--- config.mk ---
export PLATFORM = sky130hd
export DESIGN_NAME = utf8_cjk_bigram_tokenizer_unit
export DESIGN_NICKNAME = d
export VERILOG_FILES = /design/src/sv/ucbt_pkg.sv /design/src/sv/ucbt_front.sv /design/src/sv/ucbt_queue.sv /design/src/sv/ucbt_back.sv /design/src/sv/utf8_cjk_bigram_tokenizer_unit.sv
export SDC_FILE = /design/constraint.sdc
export NUM_CORES = 1
export LEC_CHECK = 0
export ABC_CLOCK_PERIOD_IN_PS = 11310
export BUFFER_PORTS_ARGS = -buffer_cell sky130_fd_sc_hd__buf_2
export CAP_MARGIN = 20
export CORE_MARGIN = 2
export CORE_UTILIZATION = 65
export CTS_BUF_LIST = sky130_fd_sc_hd__clkbuf_2 sky130_fd_sc_hd__clkbuf_4 sky130_fd_sc_hd__clkbuf_8
export CTS_CLUSTER_DIAMETER = 60
export DETAILED_ROUTE_END_ITERATION = 10
export GPL_TIMING_DRIVEN = 0
export PLACE_DENSITY = 0.91
export SYNTH_ARGS = -nofsm -noshare
export SYNTH_HDL_FRONTEND = slang
export SYNTH_SLANG_ARGS = --single-unit
--- constraint.sdc ---
create_clock -name clk -period 11.31 [get_ports clk]
set_input_delay 1.131 -clock clk [delete_from_list [all_inputs] [get_ports clk]]
set_output_delay 1.131 -clock clk [all_outputs]
set_load 0.005 [all_outputs]
--- src/sv/ucbt_pkg.sv ---
// ucbt_pkg: shared types and constants for the UTF-8 / CJK bigram tokenizer.
// Holds the result and result-group types and the group builder used by the
// front classifier, the group queue and the back serializer. No dependencies.
package ucbt_pkg;

    // result kinds
    localparam logic [1:0] KIND_BYTE = 2'd0;
    localparam logic [1:0] KIND_END  = 2'd1;
    localparam logic [1:0] KIND_DONE = 2'd2;

    // lead bytes of a three-byte character
    localparam logic [7:0] LEAD_LO = 8'hE4;
    localparam logic [7:0] LEAD_HI = 8'hE9;

    // token limit register
    localparam int         TOKEN_CAP        = 32;
    localparam logic [5:0] TOKEN_LIMIT_MAX  = 6'd32;
    localparam logic [5:0] TOKEN_LIMIT_INIT = 6'd32;
    localparam int         PADDR_W          = 3;
    localparam logic       REG_TOKEN_LIMIT  = 1'b0;

    // one input item causes at most four results
    localparam int MAX_RES = 4;
    localparam int RES_IDX_W = 2;
    localparam int RES_CNT_W = 3;

    // group queue
    localparam int QUEUE_DEPTH = 4;
    localparam int QUEUE_PTR_W = 2;
    localparam int QUEUE_CNT_W = 3;

    typedef struct packed {
        logic [1:0] kind;
        logic [7:0] data;
        logic [5:0] total;
    } res_t;

    typedef struct packed {
        logic [RES_CNT_W-1:0]  count;
        res_t [MAX_RES-1:0]    res;
    } grp_t;

    // Append one result to a group.
    function automatic grp_t grp_add(grp_t g, logic [1:0] kind, logic [7:0] data,
                                     logic [5:0] total);
        grp_t r;
        r = g;
        if (g.count < RES_CNT_W'(MAX_RES))
        begin
            r.res[g.count[RES_IDX_W-1:0]].kind  = kind;
            r.res[g.count[RES_IDX_W-1:0]].data  = data;
            r.res[g.count[RES_IDX_W-1:0]].total = total;
            r.count = g.count + RES_CNT_W'(1);
        end
        return r;
    endfunction

endpackage

--- src/sv/ucbt_front.sv ---
// ucbt_front: accepts query bytes, tracks word / character / pair state and
// builds the group of results each item causes.
// Depends on ucbt_pkg.
module ucbt_front import ucbt_pkg::*;
#(
    parameter int MAX_UNITS      = 64,
    parameter int MAX_WORD_BYTES = 63
)
(
    input  logic       clk,
    input  logic       rst_n,
    input  logic       accept,
    input  logic       has_byte,
    input  logic [7:0] in_byte,
    input  logic       end_of_query,
    input  logic [5:0] token_limit,
    output grp_t       grp
);

    localparam int UNIT_W = $clog2(MAX_UNITS + 1);
    localparam int WORD_W = $clog2(MAX_WORD_BYTES + 1);

    logic [WORD_W-1:0] word_length_reg, word_length_next;
    logic              in_word_reg, in_word_next;
    logic [1:0]        phase_reg, phase_next;
    logic              open_single_reg, open_single_next;
    logic              pair_second_reg, pair_second_next;
    logic              suppressed_reg, suppressed_next;
    logic [UNIT_W-1:0] unit_count_reg, unit_count_next;
    logic [5:0]        token_count_reg, token_count_next;

    logic [5:0] eff_limit;
    logic       is_lead;
    logic       is_alnum;
    logic       unit_room;

    assign eff_limit = (token_limit > TOKEN_LIMIT_MAX) ? TOKEN_LIMIT_MAX : token_limit;
    assign is_lead   = (in_byte >= LEAD_LO) && (in_byte <= LEAD_HI);
    assign is_alnum  = (in_byte >= 8'h30 && in_byte <= 8'h39) ||
                       (in_byte >= 8'h41 && in_byte <= 8'h5A) ||
                       (in_byte >= 8'h61 && in_byte <= 8'h7A);
    assign unit_room = unit_count_reg < UNIT_W'(MAX_UNITS);

    always_comb
    begin
        word_length_next = word_length_reg;
        in_word_next     = in_word_reg;
        phase_next       = phase_reg;
        open_single_next = open_single_reg;
        pair_second_next = pair_second_reg;
        suppressed_next  = suppressed_reg;
        unit_count_next  = unit_count_reg;
        token_count_next = token_count_reg;
        grp              = '0;

        if (has_byte)
        begin
            if (phase_reg != 2'd0)
            begin
                // continuation byte of a character
                if (!suppressed_reg)
                    grp = grp_add(grp, KIND_BYTE, in_byte, token_count_next);
                if (phase_reg >= 2'd2)
                begin
                    phase_next = 2'd0;
                    if (pair_second_reg && !suppressed_reg)
                    begin
                        token_count_next = token_count_next + 6'd1;
                        grp = grp_add(grp, KIND_END, 8'd0, token_count_next);
                        pair_second_next = 1'b0;
                    end
                    suppressed_next = 1'b0;
                end
                else
                begin
                    phase_next = phase_reg + 2'd1;
                end
            end
            else if (is_lead)
            begin
                // close any open word
                if (in_word_reg && !suppressed_reg)
                begin
                    token_count_next = token_count_next + 6'd1;
                    grp = grp_add(grp, KIND_END, 8'd0, token_count_next);
                end
                in_word_next     = 1'b0;
                word_length_next = '0;
                suppressed_next  = 1'b0;
                if (open_single_reg)
                begin
                    if (unit_room)
                    begin
                        unit_count_next  = unit_count_reg + UNIT_W'(1);
                        open_single_next = 1'b0;
                        pair_second_next = 1'b1;
                    end
                    else
                    begin
                        suppressed_next = 1'b1;
                    end
                end
                else if (unit_room && (token_count_next < eff_limit))
                begin
                    unit_count_next  = unit_count_reg + UNIT_W'(1);
                    open_single_next = 1'b1;
                end
                else
                begin
                    suppressed_next = 1'b1;
                end
                if (!suppressed_next)
                    grp = grp_add(grp, KIND_BYTE, in_byte, token_count_next);
                phase_next = 2'd1;
            end
            else if (is_alnum)
            begin
                if (!in_word_reg)
                begin
                    // a word closes a lone character
                    if (open_single_reg)
                    begin
                        token_count_next = token_count_next + 6'd1;
                        grp = grp_add(grp, KIND_END, 8'd0, token_count_next);
                        open_single_next = 1'b0;
                    end
                    in_word_next     = 1'b1;
                    word_length_next = '0;
                    if (unit_room && (token_count_next < eff_limit))
                    begin
                        unit_count_next = unit_count_reg + UNIT_W'(1);
                        suppressed_next = 1'b0;
                    end
                    else
                    begin
                        suppressed_next = 1'b1;
                    end
                end
                if (word_length_next < WORD_W'(MAX_WORD_BYTES))
                begin
                    if (!suppressed_next)
                        grp = grp_add(grp, KIND_BYTE, in_byte, token_count_next);
                    word_length_next = word_length_next + WORD_W'(1);
                end
            end
            else
            begin
                // separator
                if (in_word_reg && !suppressed_reg)
                begin
                    token_count_next = token_count_next + 6'd1;
                    grp = grp_add(grp, KIND_END, 8'd0, token_count_next);
                end
                in_word_next     = 1'b0;
                word_length_next = '0;
                suppressed_next  = 1'b0;
            end
        end

        if (end_of_query)
        begin
            if ((pair_second_next && !suppressed_next) || open_single_next ||
                (in_word_next && !suppressed_next))
            begin
                token_count_next = token_count_next + 6'd1;
                grp = grp_add(grp, KIND_END, 8'd0, token_count_next);
            end
            grp = grp_add(grp, KIND_DONE, 8'd0, token_count_next);
            word_length_next = '0;
            in_word_next     = 1'b0;
            phase_next       = 2'd0;
            open_single_next = 1'b0;
            pair_second_next = 1'b0;
            suppressed_next  = 1'b0;
            unit_count_next  = '0;
            token_count_next = '0;
        end
    end

    always_ff @(posedge clk or negedge rst_n)
    begin
        if (!rst_n)
        begin
            word_length_reg <= '0;
            in_word_reg     <= 1'b0;
            phase_reg       <= 2'd0;
            open_single_reg <= 1'b0;
            pair_second_reg <= 1'b0;
            suppressed_reg  <= 1'b0;
            unit_count_reg  <= '0;
            token_count_reg <= '0;
        end
        else if (accept)
        begin
            word_length_reg <= word_length_next;
            in_word_reg     <= in_word_next;
            phase_reg       <= phase_next;
            open_single_reg <= open_single_next;
            pair_second_reg <= pair_second_next;
            suppressed_reg  <= suppressed_next;
            unit_count_reg  <= unit_count_next;
            token_count_reg <= token_count_next;
        end
    end

endmodule

--- src/sv/ucbt_queue.sv ---
// ucbt_queue: short queue of result groups between front and back.
// Push and pop may happen in the same cycle. Depends on ucbt_pkg.
module ucbt_queue import ucbt_pkg::*;
(
    input  logic clk,
    input  logic rst_n,
    input  logic push,
    input  grp_t push_grp,
    input  logic pop,
    output grp_t head_grp,
    output logic empty,
    output logic full
);

    grp_t                   mem_reg [QUEUE_DEPTH];
    logic [QUEUE_PTR_W-1:0] wr_ptr_reg, wr_ptr_next;
    logic [QUEUE_PTR_W-1:0] rd_ptr_reg, rd_ptr_next;
    logic [QUEUE_CNT_W-1:0] count_reg, count_next;
    logic                   do_push;
    logic                   do_pop;

    assign empty    = (count_reg == '0);
    assign full     = (count_reg == QUEUE_CNT_W'(QUEUE_DEPTH));
    assign head_grp = mem_reg[rd_ptr_reg];
    assign do_push  = push && !full;
    assign do_pop   = pop && !empty;

    always_comb
    begin
        wr_ptr_next = do_push ? wr_ptr_reg + QUEUE_PTR_W'(1) : wr_ptr_reg;
        rd_ptr_next = do_pop ? rd_ptr_reg + QUEUE_PTR_W'(1) : rd_ptr_reg;
        count_next  = count_reg;
        if (do_push && !do_pop)
            count_next = count_reg + QUEUE_CNT_W'(1);
        else if (do_pop && !do_push)
            count_next = count_reg - QUEUE_CNT_W'(1);
    end

    always_ff @(posedge clk)
    begin
        if (do_push)
            mem_reg[wr_ptr_reg] <= push_grp;
    end

    always_ff @(posedge clk or negedge rst_n)
    begin
        if (!rst_n)
        begin
            wr_ptr_reg <= '0;
            rd_ptr_reg <= '0;
            count_reg  <= '0;
        end
        else
        begin
            wr_ptr_reg <= wr_ptr_next;
            rd_ptr_reg <= rd_ptr_next;
            count_reg  <= count_next;
        end
    end

endmodule

--- src/sv/ucbt_back.sv ---
// ucbt_back: unless stalled, walks the head group one result per cycle
// to the output register; flags each group's last. Depends on ucbt_pkg.
module ucbt_back import ucbt_pkg::*;
(
    input  logic       clk,
    input  logic       rst_n,
    input  grp_t       head_grp,
    input  logic       empty,
    output logic       pop,
    output logic       out_valid,
    input  logic       out_stall,
    output logic [1:0] kind,
    output logic [7:0] out_byte,
    output logic [5:0] token_total,
    output logic       last_of_run
);

    logic [RES_IDX_W-1:0] pos_reg, pos_next;
    logic                 valid_reg, valid_next;
    res_t                 res_reg;
    logic                 last_reg;
    logic                 load;
    logic                 at_last;

    assign load    = !empty && (!valid_reg || !out_stall);
    assign at_last = ({1'b0, pos_reg} == (head_grp.count - RES_CNT_W'(1)));
    assign pop     = load && at_last;

    always_comb
    begin
        pos_next   = pos_reg;
        valid_next = valid_reg;
        if (load)
        begin
            valid_next = 1'b1;
            pos_next   = at_last ? '0 : pos_reg + RES_IDX_W'(1);
        end
        else if (!out_stall)
        begin
            valid_next = 1'b0;
        end
    end

    always_ff @(posedge clk or negedge rst_n)
    begin
        if (!rst_n)
        begin
            pos_reg   <= '0;
            valid_reg <= 1'b0;
        end
        else
        begin
            pos_reg   <= pos_next;
            valid_reg <= valid_next;
        end
    end

    always_ff @(posedge clk)
    begin
        if (load)
        begin
            res_reg  <= head_grp.res[pos_reg];
            last_reg <= at_last;
        end
    end

    assign out_valid   = valid_reg;
    assign kind        = res_reg.kind;
    assign out_byte    = res_reg.data;
    assign token_total = res_reg.total;
    assign last_of_run = last_reg;

endmodule

--- src/sv/utf8_cjk_bigram_tokenizer_unit.sv ---
// utf8_cjk_bigram_tokenizer_unit: top level of the query tokenizer.
// Holds the token limit register; instantiates ucbt_front, ucbt_queue and
// ucbt_back. Depends on ucbt_pkg.
//
//   channel | handshake            | payload
//   --------+----------------------+--------------------------------------------
//   in      | in_valid / in_stall  | has_byte, in_byte, end_of_query
//   out     | out_valid / out_stall| kind, out_byte, token_total, last_of_run
//   cfg     | psel/penable/pwrite  | paddr, pwdata, prdata (token_limit at 0)
//
// One input transaction per cycle is taken while the group queue has room.
// The results of a taken item enter the queue as one group; they are then
// loaded from the queue head into the output register one per cycle while
// out_stall is low, so an item that makes several results holds the output
// until all have left, and the output port sets the rate when results cluster.
// in_stall is the queue-full flag; out_stall holds the output register.
// Reset clears all query state, the queue and sets token_limit to 32.
module utf8_cjk_bigram_tokenizer_unit import ucbt_pkg::*;
#(
    parameter int MAX_UNITS      = 64,
    parameter int MAX_WORD_BYTES = 63
)
(
    input  logic               clk,
    input  logic               rst_n,
    // input channel
    input  logic               in_valid,
    output logic               in_stall,
    input  logic               has_byte,
    input  logic [7:0]         in_byte,
    input  logic               end_of_query,
    // output channel
    output logic               out_valid,
    input  logic               out_stall,
    output logic [1:0]         kind,
    output logic [7:0]         out_byte,
    output logic [5:0]         token_total,
    output logic               last_of_run,
    // configuration port
    input  logic               psel,
    input  logic               penable,
    input  logic               pwrite,
    input  logic [PADDR_W-1:0] paddr,
    input  logic [31:0]        pwdata,
    output logic [31:0]        prdata,
    output logic               pready
);

    logic [5:0] token_limit_reg;
    logic       cfg_write;
    logic       in_accept;
    logic       queue_full;
    logic       queue_empty;
    logic       queue_pop;
    grp_t       front_grp;
    grp_t       head_grp;

    // Register decode uses the word index only.
    assign pready    = 1'b1;
    assign cfg_write = psel && penable && pwrite && pready &&
                       (paddr[2] == REG_TOKEN_LIMIT);
    assign prdata    = (paddr[2] == REG_TOKEN_LIMIT) ? {26'd0, token_limit_reg} : 32'd0;

    always_ff @(posedge clk or negedge rst_n)
    begin
        if (!rst_n)
            token_limit_reg <= TOKEN_LIMIT_INIT;
        else if (cfg_write)
            token_limit_reg <= pwdata[5:0];
    end

    // Stall the input only on a full queue; empty items are taken as well.
    assign in_stall  = queue_full;
    assign in_accept = in_valid && !queue_full;

    ucbt_front #(
        .MAX_UNITS      (MAX_UNITS),
        .MAX_WORD_BYTES (MAX_WORD_BYTES)
    ) u_front (
        .clk          (clk),
        .rst_n        (rst_n),
        .accept       (in_accept),
        .has_byte     (has_byte),
        .in_byte      (in_byte),
        .end_of_query (end_of_query),
        .token_limit  (token_limit_reg),
        .grp          (front_grp)
    );

    // Push only groups that carry at least one result.
    ucbt_queue u_queue (
        .clk      (clk),
        .rst_n    (rst_n),
        .push     (in_accept && (front_grp.count != '0)),
        .push_grp (front_grp),
        .pop      (queue_pop),
        .head_grp (head_grp),
        .empty    (queue_empty),
        .full     (queue_full)
    );

    ucbt_back u_back (
        .clk         (clk),
        .rst_n       (rst_n),
        .head_grp    (head_grp),
        .empty       (queue_empty),
        .pop         (queue_pop),
        .out_valid   (out_valid),
        .out_stall   (out_stall),
        .kind        (kind),
        .out_byte    (out_byte),
        .token_total (token_total),
        .last_of_run (last_of_run)
    );

endmodule
After elaboration in Yosys (flattened, before gate mapping)
Memories as Yosys holds them, arrays and structs flattened. Index checks and enable logic that the tools add are counted.

Register bits: 58. Memory bits (writable): 268. Memories kept: 1.

Memory list: u_queue.mem_reg (depth 4, width 67, rd ports 1, clocked after memory_dff 0, wr ports 1, RTL line ucbt_queue.sv:15) `grp_t mem_reg [QUEUE_DEPTH];`.

$add $sub $neg: 16. Magnitude comparators: 30. Eq/ne operators: 7. Multiplexer cells: 175. Bitwise gates (word level): 1. Reductions and logical operators: 50.

Operators by type and width (number): 67-bit two-way mux (27); 64-bit bitwise mux (15); 16-bit demux with 2-bit select (15); 6-bit two-way mux (42); 65-bit two-way mux (3); 16-bit two-way mux (6); 14-bit two-way mux (5); 7-bit two-way mux (10); 1-bit two-way mux (43); 16-bit binary-select mux with 2-bit select (1); 1-bit logical AND (26); 3-bit by 1-bit adder with 3-bit output, second input constant (6); 6-bit by 1-bit adder with 6-bit output, second input constant (3); 2-bit by 3-bit less-than comparator with 1-bit output, second input constant (6); 8-bit by 7-bit >= comparator with 1-bit output, second input constant (2); 8-bit by 7-bit <= comparator with 1-bit output, second input constant (2); 3-bit less-than comparator, second input constant (5); 6-bit less-than comparator (2); 2-bit two-way mux (6); 3-bit nonzero test (4); 2-bit by 1-bit >= comparator with 1-bit output, second input constant (5); 2-bit by 1-bit adder with 2-bit output, second input constant (4); 8-bit by 6-bit >= comparator with 1-bit output, second input constant (1); 8-bit >= comparator, second input constant (1); 23 further kinds (39).

Logic depth before layout (Yosys ltp)
Gate-level depths: netlist (run 1).

Depth after elaboration: 48. Mapped depth: 28. Depth with buffers taken out: 24.

Modules after synthesis
Synthesis (run 1) repeated with hierarchy kept, for this count alone.

Cell total of the unflattened synthesis: 1069. Area total of the unflattened synthesis: 15795.1 sq um.

By module, submodules not included: ucbt_queue (times used 1, cells an instance 387, area an instance 10094.7 sq um, seq. area each 8222.9 sq um); ucbt_front (times used 1, cells an instance 573, area an instance 4088.9 sq um, seq. area each 625.6 sq um); ucbt_back (times used 1, cells an instance 59, area an instance 1091.0 sq um, seq. area each 585.6 sq um); utf8_cjk_bigram_tokenizer_unit (times used 1, cells an instance 50, area an instance 520.5 sq um, seq. area each 151.4 sq um).

Least setup slack after synthesis (run 1)
No wires, ideal clock.

Kind: register to register. Start point: register u_front.token_count_reg[0]. End point: memory u_queue.mem_reg[0][0] in the netlist's numbering (enable). Setup time: 0.414 ns. Data arrival time: 5.998 ns. Required time: 10.896 ns. Setup slack: 4.898 ns. Cell stages (with the launch flop): 23. Path buffers: 4. Path through: dfrtp_1 buf_2 and3_1 clkbuf_1 and3_1 clkbuf_1 nand2_1 xnor2_1 ha_1 a2111oi_0 o21ai_1 o21ai_1 ha_1 and4_1 o31ai_1 buf_2 ha_1 a21o_1 ha_1 nand2b_1 mux2i_2 o32ai_4 and2_1.

Cells in the longest elaborated chain, start to end: 33. Elaborated cells on any way between the ends: 61. Classes of those cells: add/sub (3); order compare (4); mux (44); reduce/logical (10).

RTL lines: from (decl) (RTL line ucbt_front.sv:30) `logic [5:0] token_count_reg, token_count_next;`; from (signal assigned) (RTL line ucbt_front.sv:202) `token_count_reg <= token_count_next;`; 6-bit by 1-bit adder with 6-bit output (RTL line ucbt_front.sv:84, ucbt_front.sv:123); 6-bit two-way mux (RTL line ucbt_front.sv:121) `if (open_single_reg)`; 6-bit two-way mux (RTL line ucbt_front.sv:118) `if (!in_word_reg)`; 6-bit two-way mux (RTL line ucbt_front.sv:116) `else if (is_alnum)`; 6-bit two-way mux (RTL line ucbt_front.sv:79) `else if (is_lead)`; 6-bit two-way mux (RTL line ucbt_front.sv:58) `if (phase_reg != 2'd0)`; 6-bit two-way mux (RTL line ucbt_front.sv:56) `if (has_byte)`; 6-bit less-than comparator (RTL line ucbt_front.sv:129) `if (unit_room && (token_count_next < eff_limit))`; [18 not listed]; 67-bit two-way mux (RTL line ucbt_pkg.sv:48) `if (g.count < RES_CNT_W'(MAX_RES))`; 67-bit two-way mux * (RTL line ucbt_front.sv:160) `if (end_of_query)`; 3-bit nonzero test * (RTL line utf8_cjk_bigram_tokenizer_unit.sv:94) `.push (in_accept && (front_grp.count != '0)),`; 1-bit logical AND * (RTL line utf8_cjk_bigram_tokenizer_unit.sv:94); 1-bit logical AND * (RTL line ucbt_queue.sv:25) `assign do_push = push && !full;`; named net u_queue.do_push (RTL line ucbt_queue.sv:19) `logic do_push;`; 1-bit two-way mux * (RTL line ucbt_queue.sv:41) `if (do_push)`; 1-bit two-way mux (not written as such) * (RTL line ucbt_queue.sv:42) `mem_reg[wr_ptr_reg] <= push_grp;`; to (decl) (RTL line ucbt_queue.sv:15).

The timed path passes the listed nets; every way through them passes the cells marked *. The select of a mux whose other input is x is not followed.

Final worst setup path (run 1)
Start point: register u_front.token_count_reg[0]. End point: memory u_queue.mem_reg[1][11] in the netlist's numbering (enable).

The elaborated chain is that of the path after synthesis.

==> summary.md, run 1 <==
The clock net in this run drives a total of 262 sinks. From bottom edge to top edge, the die measures 145.9 um. The number of pins exceeding their max-slew limit in the final report is 0, and the number of vias in the routed layout is 8,886.

VDD sags by at most 0.09853 mV. In this run the remaining antenna-violating nets after routing total 0. Of all nets on the critical path, the largest fanout is 27.

The post-route clock period utilization works out to 66.06%. The sum of negative setup slack came out at 0 ns. After technology mapping, the gate count stands at 965. The number of flip-flops in the largest register was 204. For the worst setup path, the data required time is 11.54 ns.

The post-synthesis instance area is 0.01309 mm2, and the number of cells on the worst hold path is 1. The clock-pin transition on the worst setup and hold timing paths was 0.07 ns. The average instance in the mapped netlist occupies 13.57 um2. The floorplan step defined a core boundary enclosing 0.01959 mm2.

For the boundary pin count, the log shows 104. The logs give 0 for the hold violation total from the final report and 3.84 ns for the reg-to-reg setup timing slack. The tools report the root buffer selected by CTS as clkbuf_8. Entering global routing, the biggest net connects 42 pins. The number of synthesized flops with an enable pin works out to 221.

Final critical delay including setup and external delays: 7.471 ns. For the global placer's final weighted congestion, the log shows 1.019. For this block, the routed nets add up to 31,710 um of wire.

In the final layout, the share of cells above drive strength 1 is 23.54%. The later pin in the worst-skew pair is clocked with a latency of 0.55 ns. Setup repair after global routing left no endpoint under its margin. For this run, the total global-route usage over all layers was measured as 30.17%. The startpoint of the worst register-to-register path is u_front.token_count_reg[0].

For this design the ratio of total power to cell area is 209.2 mW/mm2. The first routing iteration left 1,021 violations. The leakage dissipation was 5.595 nW; the initial antenna violation count was 0. For the number of post-CTS setup repair buffers, the log shows 0. The worst register-to-register path has a depth of 23. The layout overhead on the synthesized area is 11.95%.

The die covers 0.02129 mm2. The part of the Yosys area used for sequential elements is 58.53%, and the post-detailed-route wirelength per cell is 23.01 um. Clock tree synthesis inserted a total of 40 buffers.

The number of diodes added for antenna fixing is 0, and the iteration count of the initial detailed-routing pass is 6. The via count of the first global-routing pass is 8,792, and the final net count is 1,168. The flow ran to the end, and the final reports show no timing, DRC or antenna violations. Buffers placed on the I/O ports in this run total 47. The total overflow left after global routing is 0. In this run the cell area measured after placement is 0.01386 mm2. The clock skew after layout was 0.02749 ns. The synthesized design contains 262 register bits.

The worst setup path is of the reg -> reg kind. The run gives 0 as the number of gates resized after cts. Slew of the pin with the lowest slew margin: 1.068 ns. The first global-routing pass estimated 49,320 um of wire. Tightest slew margin relative to the limit: 28.79%. Count of cell types in the netlist: 87.

The floorplan row count was 51; the number of vias per cell after detailed routing was 6.448. Data arrives at the worst endpoint at 7.70 ns. For this configuration, the core starts out at a cell density of 66.83%. Across the run, the number of max-cap violations was 0. The startpoint identified for the worst hold timing path is u_queue.count_reg[2]. The run gives 2 as the H-tree depth reported by CTS. The endpoint identified for the worst register-to-register timing path is u_queue.mem_reg[1][11]. STA classifies the critical path startpoint as a register. The setup violation total in the final timing report is 0. For hold timing, the worst endpoint is u_queue.count_reg[2]. The count of unresolved DRC violations after routing came out at 0. The clock passes through at most 3 buffers.

TritonCTS built the clock tree. The worst setup path is captured at a register. After synthesis, the cell types taking the most area are edfxtp_1 51%, mux4_2 10%, dfrtp_1 7.6%. For this run, the leading register cell type out of synthesis is edfxtp_1. In this run the worst hold path is classified as reg -> reg. The area share of the largest cell type after synthesis works out to 50.69%. The wire-length estimate of the detail-placed layout is 21,780 um. The final instance area is 0.01466 mm2, and the fraction of registers with async set/reset is 15.65%. Static timing analysis puts the maximum clock frequency at 0.1338 GHz.

During synthesis, Yosys emitted a total of 0 warnings. The synthesized design spends more area on one cell type than any other, namely edfxtp_1. The die is 145.9 um wide. The number of buffers inserted for hold repair after clock tree synthesis came out at 0.
layout make-up:
cell class                 count  area, um2
timing repair buffer          53      350.3
clock buffer                  58      691.9
multi-input combinational    618       5002
fill                        1200       4933
clock inverter                12      87.58
buffer                        75      397.9
tap                          265      331.6
sequential                   262       7664
inverter                      35      131.4
cells in the mapped netlist, types with 8 or more instances:
cell type,n
a211oi_1,8
inv_1,33
a21oi_1,45
nand3_1,26
nand2_1,73
a221oi_1,8
edfxtp_1,221
o21ai_0,36
and2_1,18
xor2_1,11
ha_1,30
buf_2,9
nor2_1,60
nor3_1,13
mux4_2,59
mux2_2,11
dfrtp_1,40
clkbuf_1,31
xnor2_1,22
o22ai_1,10
nand2b_1,10
buf_4,28
mux2i_1,13
nor2b_1,11
through the flow:
stage / hold WS (ns) / util [%] / power (mW) / instances / setup WS (ns)
6_report: 0.4917 / 74.82 / 3.066 / 1378 / 3.839
5_1_grt: 0.5198 / 74.82 / 3.202 / 1378 / 3.513
4_1_cts: 0.4912 / 74.71 / 3.076 / 1377 / 3.926
3_5_place_dp: 0.4841 / 70.74 / 2.296 / 1307 / 3.981
3_3_place_gp: 0.4694 / 70.21 / 2.240 / 1302 / 2.824
2_1_floorplan: 0.4560 / - / 1.988 / 990 / 4.898
how the worst max path moves through the flow:
stage	startpoint	to	slack (ns)	depth (start not counted)
6_report	u_front.token_count_reg[0]	u_queue.mem_reg[1][11]	3.84	23
5_1_grt	u_front.token_count_reg[0]	u_queue.mem_reg[0][6]	3.51	23
4_1_cts	u_front.token_count_reg[0]	u_queue.mem_reg[0][6]	3.93	23
3_5_place_dp	u_front.token_count_reg[0]	u_queue.mem_reg[0][8]	3.98	23
3_3_place_gp	u_front.token_count_reg[0]	u_queue.mem_reg[0][8]	2.82	22
2_1_floorplan	u_front.token_count_reg[0]	u_queue.mem_reg[0][0]	4.90	22
per-layer routing:
metal  vias to the layer above  GRT usage, %  wire length (um)
met5                         -             0                 0
met4                         0         13.33              1271
met3                       108         6.019              3115
met2                       598         48.75             15410
met1                      4300         40.31             11910
li1                       3880             -                 -
where the power goes:
group,total [mW],internal (mW),switching [mW]
clock network,0.776,0.417,0.359
registers,1.28,1.23,0.0517
logic,1.01,0.432,0.576
total,3.07,2.08,0.987
cells in the final DEF (no fill, tap or decap), drive strengths merged, types with 23 or more instances in the layout:
cell type  synthesis  routed
edfxtp           221     221
buf               44      97
clkbuf            31      89
nand2             73      73
nor2              63      63
mux4              59      59
a21oi             47      47
o21ai             44      44
dfrtp             40      40
inv               34      35
ha                30      30
conb               2      27
nand3             27      27
xnor2             23      23
critical path, stage by stage (launching register included):
cell	delay (ns)
dfrtp_1	0.35
buf_2	0.24
and3_1	0.18
clkbuf_1	0.37
and3_1	0.21
clkbuf_1	0.27
nand2_1	0.11
xnor2_1	0.16
ha_1	0.34
a2111oi_0	0.42
o21ai_1	0.14
o21ai_1	0.41
ha_1	0.31
and4_1	0.14
o31ai_1	0.68
buf_2	0.38
ha_1	0.27
a21o_1	0.19
ha_1	0.29
nand2b_1	0.13
mux2i_2	0.11
o32ai_4	0.42
and2_2	0.73
buf_12	0.28
kinds of logic after synthesis:
logic type	after synthesis	synth area share (%)
fa+ha+maj	31	3.020
buf+inv	110	4.042
compound gates	182	9.633
simple gates	258	9.958
xor+xnor	34	2.332
other cells	2	0.05736
mux	86	12.42
flops	262	58.53
(Power assumes the default switching activity.)
==> run 2: changes to the inputs <==
--- a/config.mk
+++ b/config.mk
@@ -5,16 +5,17 @@
 export SDC_FILE = /design/constraint.sdc
 export NUM_CORES = 1
 export LEC_CHECK = 0
-export ABC_CLOCK_PERIOD_IN_PS = 11310
+export ABC_AREA = 1
+export ABC_CLOCK_PERIOD_IN_PS = 7300
 export BUFFER_PORTS_ARGS = -buffer_cell sky130_fd_sc_hd__buf_2
 export CAP_MARGIN = 20
 export CORE_MARGIN = 2
-export CORE_UTILIZATION = 65
+export CORE_UTILIZATION = 63
 export CTS_BUF_LIST = sky130_fd_sc_hd__clkbuf_2 sky130_fd_sc_hd__clkbuf_4 sky130_fd_sc_hd__clkbuf_8
 export CTS_CLUSTER_DIAMETER = 60
 export DETAILED_ROUTE_END_ITERATION = 10
 export GPL_TIMING_DRIVEN = 0
-export PLACE_DENSITY = 0.91
+export PLACE_DENSITY = 0.89
 export SYNTH_ARGS = -nofsm -noshare
 export SYNTH_HDL_FRONTEND = slang
 export SYNTH_SLANG_ARGS = --single-unit
==> constraint.sdc (replaced) <==
create_clock -name clk -period 7.3 [get_ports clk]
set_input_delay 0.73 -clock clk [delete_from_list [all_inputs] [get_ports clk]]
set_output_delay 0.73 -clock clk [all_outputs]
set_load 0.005 [all_outputs]
==> run 2 against run 1 <==
Sequential share of layout area decreased by 1.1 points. Final cell count increased by 29%. Area after synthesis increased by 1.7%. Global-route usage increased by 4.2 points. Non-clock buffer count increased by 10. Design area increased by 2.2%. Sequential power increased by 80%. Maximum frequency increased by 20%. Total power increased by 120%. Die area increased by 4.8%. Critical path depth increased by 6.
==> summary.md, run 2 <==
The flow ran to the end, and the final reports show no timing, DRC or antenna violations. The tools report the count of unresolved DRC violations after routing as 0 (unchanged). The tightest slew margin relative to the limit is 19.83% (-9.0 points).

Type of origin of the critical path: a register. Sorting the synthesized cells by how often they occur yields 221 x edfxtp_1, 193 x nor2_1, 180 x nand2_1. For the wire length of the first global-routing pass, the log shows 58,330 um (+18%). The maximum number of pins on one net before global-route repair was 42 (unchanged); the part of the total power dissipated in sequential elements was 33.9% (-7.9 points). Ranked by total cell area, the synthesized netlist is headed by edfxtp_1 50%, dfrtp_1 7.5%, o21ai_0 5.8%.

The critical path in this run is classified as reg -> reg. The number of gates resized after cts was 0 (unchanged); the largest incremental delay on the critical path was 0.81 ns (+0.08 ns). The worst setup path is captured at a register.

For the initial antenna violation count, the log shows 0 (unchanged). The worst hold margin came out at 0.1389 ns (-0.3528 ns). Data arrival time at the worst-slack endpoint: 6.47 ns (-1.23 ns).

The area share of the largest cell type after synthesis was 49.85% (-0.84 points); the final critical delay including setup and external delays was 6.223 ns (-1.248 ns). The detailed-placement wirelength estimate is 25,740 um (+18%). Floorplan row count: 53 (+3.9%). The post-synthesis instance area was 0.01331 mm2 (+1.7%); the number of flip-flops in the largest register was 204 (unchanged). The clock sink count was 262 (unchanged). The tools report the warning count from the yosys run as 0 (unchanged). The instance area at placement was 0.01413 mm2 (+2.0%).

Leaving out fill and tap cells, the most frequent cells in the layout are 221 x edfxtp_1, 189 x nor2_1, 180 x nand2_1, 153 x o21ai_0, 115 x inv_1. Share of total power in the clock network: 18.8% (-6.5 points). The min-delay analysis places its worst path in the category in -> async. The count of input and output buffers is 48 (+2.1%), and the leakage dissipation is 6.000 nW (+7.2%). The run gives 0.02089 mm2 (+6.6%) as the standard cell core area. Initial core utilization: 63.73% (-3.1 points). Maximum fanout along the worst path: 28 (+3.7%). The run gives 34.35% (+4.2 points) as the all-layer global routing usage. The logs give 42 (+5.0%) for the number of clock buffers inserted by TritonCTS and 1,560 (+34%) for the final net count. For the insertion delay to the later sink of the worst-skew pair, the log shows 0.57 ns (+0.02 ns). The tools report the required arrival time at the worst endpoint as 7.54 ns (-4.00 ns). The setup violation total in the final timing report was 0 (unchanged); the number of synthesized flops with an enable pin was 221 (unchanged).

The tools report the number of pins exceeding their max-slew limit in the final report as 0 (unchanged). Global placer's final weighted congestion: 1.038 (+1.8%). Setup repair after global routing left no endpoint under its margin. For this design, the slowest cell found on the critical path is nor2_4. For the clock skew after layout, the log shows 0.02697 ns (-0.0005138 ns).

For the total overflow reported by the global router, the log shows 0 (unchanged). The root buffer selected by CTS was clkbuf_8. The most common flop cell mapped by yosys is edfxtp_1. The number of diodes added for antenna fixing came out at 0 (unchanged). The maximum clock frequency was 0.1607 GHz (+20%). Boundary pin count: 104 (unchanged). The logs give 3.031 mW (+210%) for the switching power total and 2 (unchanged) for the H-tree depth reported by CTS. The mean cell area of the mapped netlist came out at 9.832 um2 (-28%). The slew of the pin with the lowest slew margin was 1.190 ns (+0.1218 ns).

The run gives 57.57% (-0.97 points) as the part of the Yosys area used for sequential elements. The hold violation total from the final report is 0 (unchanged), and the total internal power is 3.759 mW (+81%). The iteration count of the initial detailed-routing pass is 8 (+2), and the fraction of registers with async set/reset is 15.65% (unchanged). Total power density per cell area: 453.2 mW/mm2 (+120%). The tools report the clock tree buffer depth as 3 (unchanged). The final instance area is 0.01498 mm2 (+2.2%), and the count of max-cap constraint violations is 0 (unchanged). The number of buffers inserted for hold repair after clock tree synthesis was 0 (unchanged); the horizontal die dimension was 149.4 um (+2.4%). The number of vias per cell after detailed routing was 6.316 (-2.1%); the number of fill cells was 1,416 (+18%). The number of DRC violations after detailed-routing iteration 0 came out at 1,504 (+47%). The library cell used most frequently in the layout, excluding fill and tap cells, is edfxtp_1.

The run gives 0 (unchanged) as the remaining antenna violation count. TritonCTS built the clock tree. The count of cell types in the netlist is 55 (-37%), and the share of total power consumed by net switching is 44.64% (+12 points). The post-detailed-route wirelength per cell is 21.14 um (-8.2%). The peak supply drop was 0.2235 mV (+130%); the post-route clock period utilization was 85.24% (+19 points).

The layout overhead on the synthesized area is 12.54%. The most common cell in the synthesized netlist is edfxtp_1. The logs give 1,354 (+40%) for the synthesized netlist cell count and 11,250 (+27%) for the number of vias in the routed layout. The flip-flop and latch count after synthesis was 262 (unchanged). The synthesized design spends more area on one cell type than any other, namely edfxtp_1.

The number of standard cells in the final layout excluding fillers is 1,781 (+29%). The via count of the first global-routing pass is 10,760 (+22%), and the clock-pin transition on the worst setup and hold timing paths is 0.07 ns (about the same). The overall routed net length is 37,640 um (+19%). The share of layout cells above drive strength 1 was 15.74% (-7.8 points); the number of post-CTS setup repair buffers was 0 (unchanged).

Height of the chip: 149.4 um (+2.4%). The placed cell count came out at 1,707 (+31%). The total die area is 0.02231 mm2 (+4.8%). The most common cell type on the critical path is nand2_1. The share of total power in combinational logic was 47.4% (+15 points).
[run 2: metrics by stage]
stage | utilization, % | setup TNS [ns] | total power [mW] | worst slack (ns)
after floorplan | - | 0 | 4.327 | 0.9334
after global placement | 66.98 | -272.65 | 5.227 | -1.445
after detailed placement | 67.64 | 0 | 5.366 | 1.242
after CTS | 71.63 | 0 | 6.668 | 1.205
after global routing | 71.72 | 0 | 7.118 | 0.5818
final | 71.72 | 0 | 6.789 | 1.077
[run 2: logic make-up (layout without fill, tap and decap cells)]
group,Yosys count,count (layout),synth area share (%)
AOI/OAI and AO/OA,324,324,14.28
xor gates and xnor gates,13,13,0.9117
adders and majority gates,31,31,2.970
buffers and inverters,216,343,7.293
DFF,262,262,57.57
muxes,1,1,0.08458
other,2,27,0.05641
and+or+nand+nor,505,505,16.84
[run 2: layout make-up]
cell class	count	area [um2]	share of cell area (%)
sequential	262	7664	51.15
multi-input combinational	901	4802	32.05
clock buffer	61	739.5	4.936
inverter	132	498.0	3.324
buffer	84	473.0	3.157
timing repair buffer	54	367.9	2.455
tap	275	344.1	2.297
clock inverter	12	93.84	0.6264
[run 2: worst max-delay path, delay by kind of cell, from the launching register on]
family                     cells  cell delay [ns]
AOI/OAI and AO/OA              3             0.43
xor gates and xnor gates       1             0.43
adders and majority gates      4             1.01
buffers and inverters          4             0.55
DFF                            1             0.53
and+or+nand+nor               17             2.91
[run 2: layer usage]
layer	track usage, %	routed length (um)
met5	0	0
met4	17.67	2088
met3	7.339	4343
met2	56.86	18090
met1	42.80	13120
[run 2: final timing paths]
check                      cells after the start  slack [ns]                          to                       start
setup reg to reg                              29        1.08      u_queue.mem_reg[0][26]  u_front.token_count_reg[0]
setup / recovery                              29        1.08      u_queue.mem_reg[0][26]  u_front.token_count_reg[0]
max in group asynchronous                      2        6.55          token_limit_reg[5]                       rst_n
hold reg to reg                                2        0.49  u_front.word_length_reg[2]  u_front.word_length_reg[2]
hold / removal                                 1        0.14  u_front.word_length_reg[2]                       rst_n
min in group clk                               3        0.42          token_limit_reg[5]                   pwdata[5]
[run 2: power groups by stage]
stage	Clock, mW	Combinational (mW)	Sequential, mW
after floorplan	0	2.03	2.30
after global placement	0	2.90	2.32
after detailed placement	0	3.05	2.32
after CTS	1.27	3.11	2.29
after global routing	1.33	3.46	2.32
final	1.27	3.21	2.30
==> run 3: changes to the inputs <==
--- a/config.mk
+++ b/config.mk
@@ -6,16 +6,16 @@
 export NUM_CORES = 1
 export LEC_CHECK = 0
 export ABC_AREA = 1
-export ABC_CLOCK_PERIOD_IN_PS = 7300
+export ABC_CLOCK_PERIOD_IN_PS = 7330
 export BUFFER_PORTS_ARGS = -buffer_cell sky130_fd_sc_hd__buf_2
 export CAP_MARGIN = 20
 export CORE_MARGIN = 2
-export CORE_UTILIZATION = 63
+export CORE_UTILIZATION = 59
 export CTS_BUF_LIST = sky130_fd_sc_hd__clkbuf_2 sky130_fd_sc_hd__clkbuf_4 sky130_fd_sc_hd__clkbuf_8
 export CTS_CLUSTER_DIAMETER = 60
 export DETAILED_ROUTE_END_ITERATION = 10
 export GPL_TIMING_DRIVEN = 0
-export PLACE_DENSITY = 0.89
+export PLACE_DENSITY = 0.85
 export SYNTH_ARGS = -nofsm -noshare
 export SYNTH_HDL_FRONTEND = slang
 export SYNTH_SLANG_ARGS = --single-unit
==> constraint.sdc (replaced) <==
create_clock -name clk -period 7.33 [get_ports clk]
set_input_delay 0.733 -clock clk [delete_from_list [all_inputs] [get_ports clk]]
set_output_delay 0.733 -clock clk [all_outputs]
set_load 0.005 [all_outputs]
==> run 3 against run 2 <==
Via count is 3.0% lower. Register-to-register slack hardly changed. Clock power hardly changed. Combinational power is 2% lower. Global-route usage is 3.8 points lower. Sequential power hardly changed. Non-clock buffer count is 2 higher. Setup slack worse by 0.0088 ns. Routed wire length is 4.1% lower. Critical path type unchanged. Largest cell class unchanged. Largest power group unchanged. Highest routed layer unchanged.
==> summary.md, run 3 (same netlist as run 2, synthesis figures left out) <==
The run gives 0 (unchanged) as the hold violation total from the final report. The logs give 50.89% (-6.0 points) for the routing usage on met2 and 0 (unchanged) for the number of buffers inserted for hold repair after clock tree synthesis. The slew of the pin with the lowest slew margin is 1.069 ns (-0.1206 ns). For the worst setup slack after placement, the log shows 1.251 ns (+0.008940 ns). The library cell contributing the largest single delay on the critical path is dfrtp_1.

The clock-pin transition on the worst setup and hold timing paths works out to 0.07 ns (about the same). The tools report the overall routed net length as 36,110 um (-4.1%). The number of gates resized after cts was 0 (unchanged).

The total internal power is 3.732 mW (-0.71%). The setup violation total in the final timing report came out at 0 (unchanged). The all-layer global routing usage came out at 30.51% (-3.8 points). The maximum fanout along the worst path was 8 (-71%). The routing usage on met3 was 6.220% (-1.1 points); the placed cell count was 1,713 (+0.35%).

The run gives 6 (-2) as the iteration count of the initial detailed-routing pass. The count of max-cap constraint violations is 0 (unchanged), and the clock sink count is 262 (unchanged). The slack of the critical path is 1.068 ns (-0.008750 ns), and the number of flip-flops in the largest register is 204 (unchanged). The global placer's final weighted congestion was 1.032 (-0.57%); the detailed-placement wirelength estimate was 24,510 um (-4.8%). The number of pins exceeding their max-slew limit in the final report was 0 (unchanged). The tools report the insertion delay to the later sink of the worst-skew pair as 0.55 ns (-0.02 ns). Number of diodes added for antenna fixing: 0 (unchanged).

Most common cell after layout, fill and taps aside: edfxtp_1. The largest incremental delay on the critical path came out at 0.51 ns (-0.30 ns). The logs give 42 (unchanged) for the maximum number of pins on one net before global-route repair and 3 (unchanged) for the clock tree buffer depth. The flow ran to the end, and the final reports show no timing, DRC or antenna violations. The logs give 56,120 um (-3.8%) for the wire length of the first global-routing pass and 39.04% (-3.8 points) for the met1 track utilization from global routing.

The post-route clock period utilization was 85.42% (+0.18 points). The total power density per cell area is 443.9 mW/mm2 (-2.0%). The count of unresolved DRC violations after routing was 0 (unchanged). Number of clock buffers inserted by TritonCTS: 41 (-2.4%). The logs give 0 (unchanged) for the total overflow reported by the global router and 0 (unchanged) for the remaining antenna violation count. The share of layout cells above drive strength 1 works out to 15.50% (-0.24 points). The run gives 10,540 (-2.0%) as the via count of the first global-routing pass. Footprint of the multi-input gates: 0.004802 mm2 (unchanged). The horizontal die dimension came out at 154.2 um (+3.2%). For the total die area, the log shows 0.02378 mm2 (+6.6%). Count of input and output buffers: 48 (unchanged).

The footprint of the flip-flops and latches was 0.007664 mm2 (unchanged). The boundary pin count is 104 (unchanged), and the number of vias per cell after detailed routing is 6.092 (-3.5%). The run gives 1,472 (-2.1%) as the number of DRC violations after detailed-routing iteration 0.

The peak supply drop is 0.2376 mV (+6.3%). The cell sitting at the root of the clock tree is a clkbuf_8. The final net count is 1,561 (+0.064%). Type of origin of the critical path: a register. The total chip power was 6.674 mW (-1.7%). The final critical delay including setup and external delays is 6.262 ns (+0.03875 ns), and the layout overhead on the synthesized area is 12.92%. The layer carrying the most global-route usage is met2. The share of total power in combinational logic was 47.2% (-0.2 points); the share of total power consumed by net switching was 44.08% (-0.56 points). The logs give 1,790 (+0.51%) for the number of standard cells in the final layout excluding fillers and 2 (unchanged) for the H-tree depth reported by CTS. The initial antenna violation count is 0 (unchanged), and the post-detailed-route wirelength per cell is 20.17 um (-4.6%). The tools report the switching power total as 2.942 mW (-2.9%). The floorplan row count was 54 (+1.9%); the clock skew after layout was 0.02732 ns (+0.0003423 ns).

The most common cell type on the critical path is nand2_1. The logs give 6.003 nW (about the same) for the leakage dissipation and 6.68 ns (+0.21 ns) for the data arrival time at the worst-slack endpoint. Setup repair after global routing left no endpoint under its margin.

STA classifies the critical path endpoint as a register. The logs give 7.75 ns (+0.21 ns) for the required arrival time at the worst endpoint and 18.6% (-0.2 points) for the share of total power in the clock network. The tightest slew margin relative to the limit is 28.10% (+8.3 points). In this run the worst hold path is classified as in -> async. The number of fill cells was 1,548 (+9.3%). The top cell types in the final layout, fill and taps aside, are 221 x edfxtp_1, 189 x nor2_1, 180 x nand2_1, 153 x o21ai_0, 115 x inv_1. The run gives 1.07 ns (about the same) as the reg-to-reg setup timing slack. The height of the chip works out to 154.2 um (+3.2%). For the maximum clock frequency, the log shows 0.1597 GHz (-0.62%). The number of post-CTS setup repair buffers was 0 (unchanged). By startpoint and endpoint, the worst setup path is classified as reg -> reg. The number of vias in the routed layout was 10,910 (-3.0%); the initial core utilization was 60.63% (-3.1 points). The run gives 34.1% (+0.2 points) as the part of the total power dissipated in sequential elements. The run gives 0.02196 mm2 (+5.1%) as the standard cell core area. TritonCTS built the clock tree.
-- run 3: area by class of cell --
class                           instances  area share, %
Buffer                                 84          3.146
Tap cell                              280          2.330
Clock inverter                         17         0.7407
Inverter                              132          3.313
Sequential cell                       262          50.98
Clock buffer                           58          4.769
Timing Repair Buffer                   56          2.780
Multi-Input combinational cell        901          31.94
-- run 3: critical path: cells and delay by family, from the launching register on --
| kind | cells | cell delay [ns] |
|---|---|---|
| AO/OA/AOI/OAI | 3 | 0.45 |
| XOR/XNOR | 1 | 0.45 |
| adder cells (fa/ha/maj) | 6 | 1.63 |
| buffers and inverters | 5 | 0.51 |
| flip-flops | 1 | 0.51 |
| multiplexers | 1 | 0.26 |
| AND/OR/NAND/NOR | 16 | 2.32 |
-- run 3: layer usage --
layer / part of all wire (%) / wire, um
met1: 36 / 13170
met3: 11 / 4113
met5: 0 / 0
met2: 48 / 17420
met4: 3.9 / 1406
-- run 3: worst paths after layout --
path                                                 start                   end  depth (start not counted)
worst max-delay path            u_front.token_count_reg[0]  u_queue.count_reg[1]                         32
worst min-delay path                                 rst_n   u_front.in_word_reg                          1
worst max register to register  u_front.token_count_reg[0]  u_queue.count_reg[1]                         32
worst min register to register            u_back.out_valid      u_back.out_valid                          2
max in group asynchronous                            rst_n  u_queue.count_reg[1]                          2
min in group clk                                 out_stall      u_back.out_valid                          3
-- run 3: power groups by stage --
| stage | combinational, mW | clock [mW] | sequential [mW] |
|---|---|---|---|
| final | 3.15 | 1.24 | 2.28 |
| after CTS | 3.07 | 1.24 | 2.27 |
| after floorplan | 2.02 | 0 | 2.29 |
| after detailed placement | 3.03 | 0 | 2.30 |
| after global routing | 3.42 | 1.31 | 2.30 |
| after global placement | 2.88 | 0 | 2.31 |
-- run 3: stage by stage --
| step | utilization (%) | TNS [ns] | area [um2] | hold slack, ns |
|---|---|---|---|---|
| floorplan | - | 0 | 13410 | 0.4374 |
| global placement | 63.74 | -277.06 | 14000 | 0.4743 |
| detailed placement | 64.56 | 0 | 14180 | 0.4763 |
| CTS | 68.34 | 0 | 15010 | 0.3892 |
| global route | 68.46 | 0 | 15030 | 0.1749 |
| finish | 68.46 | 0 | 15030 | 0.1518 |
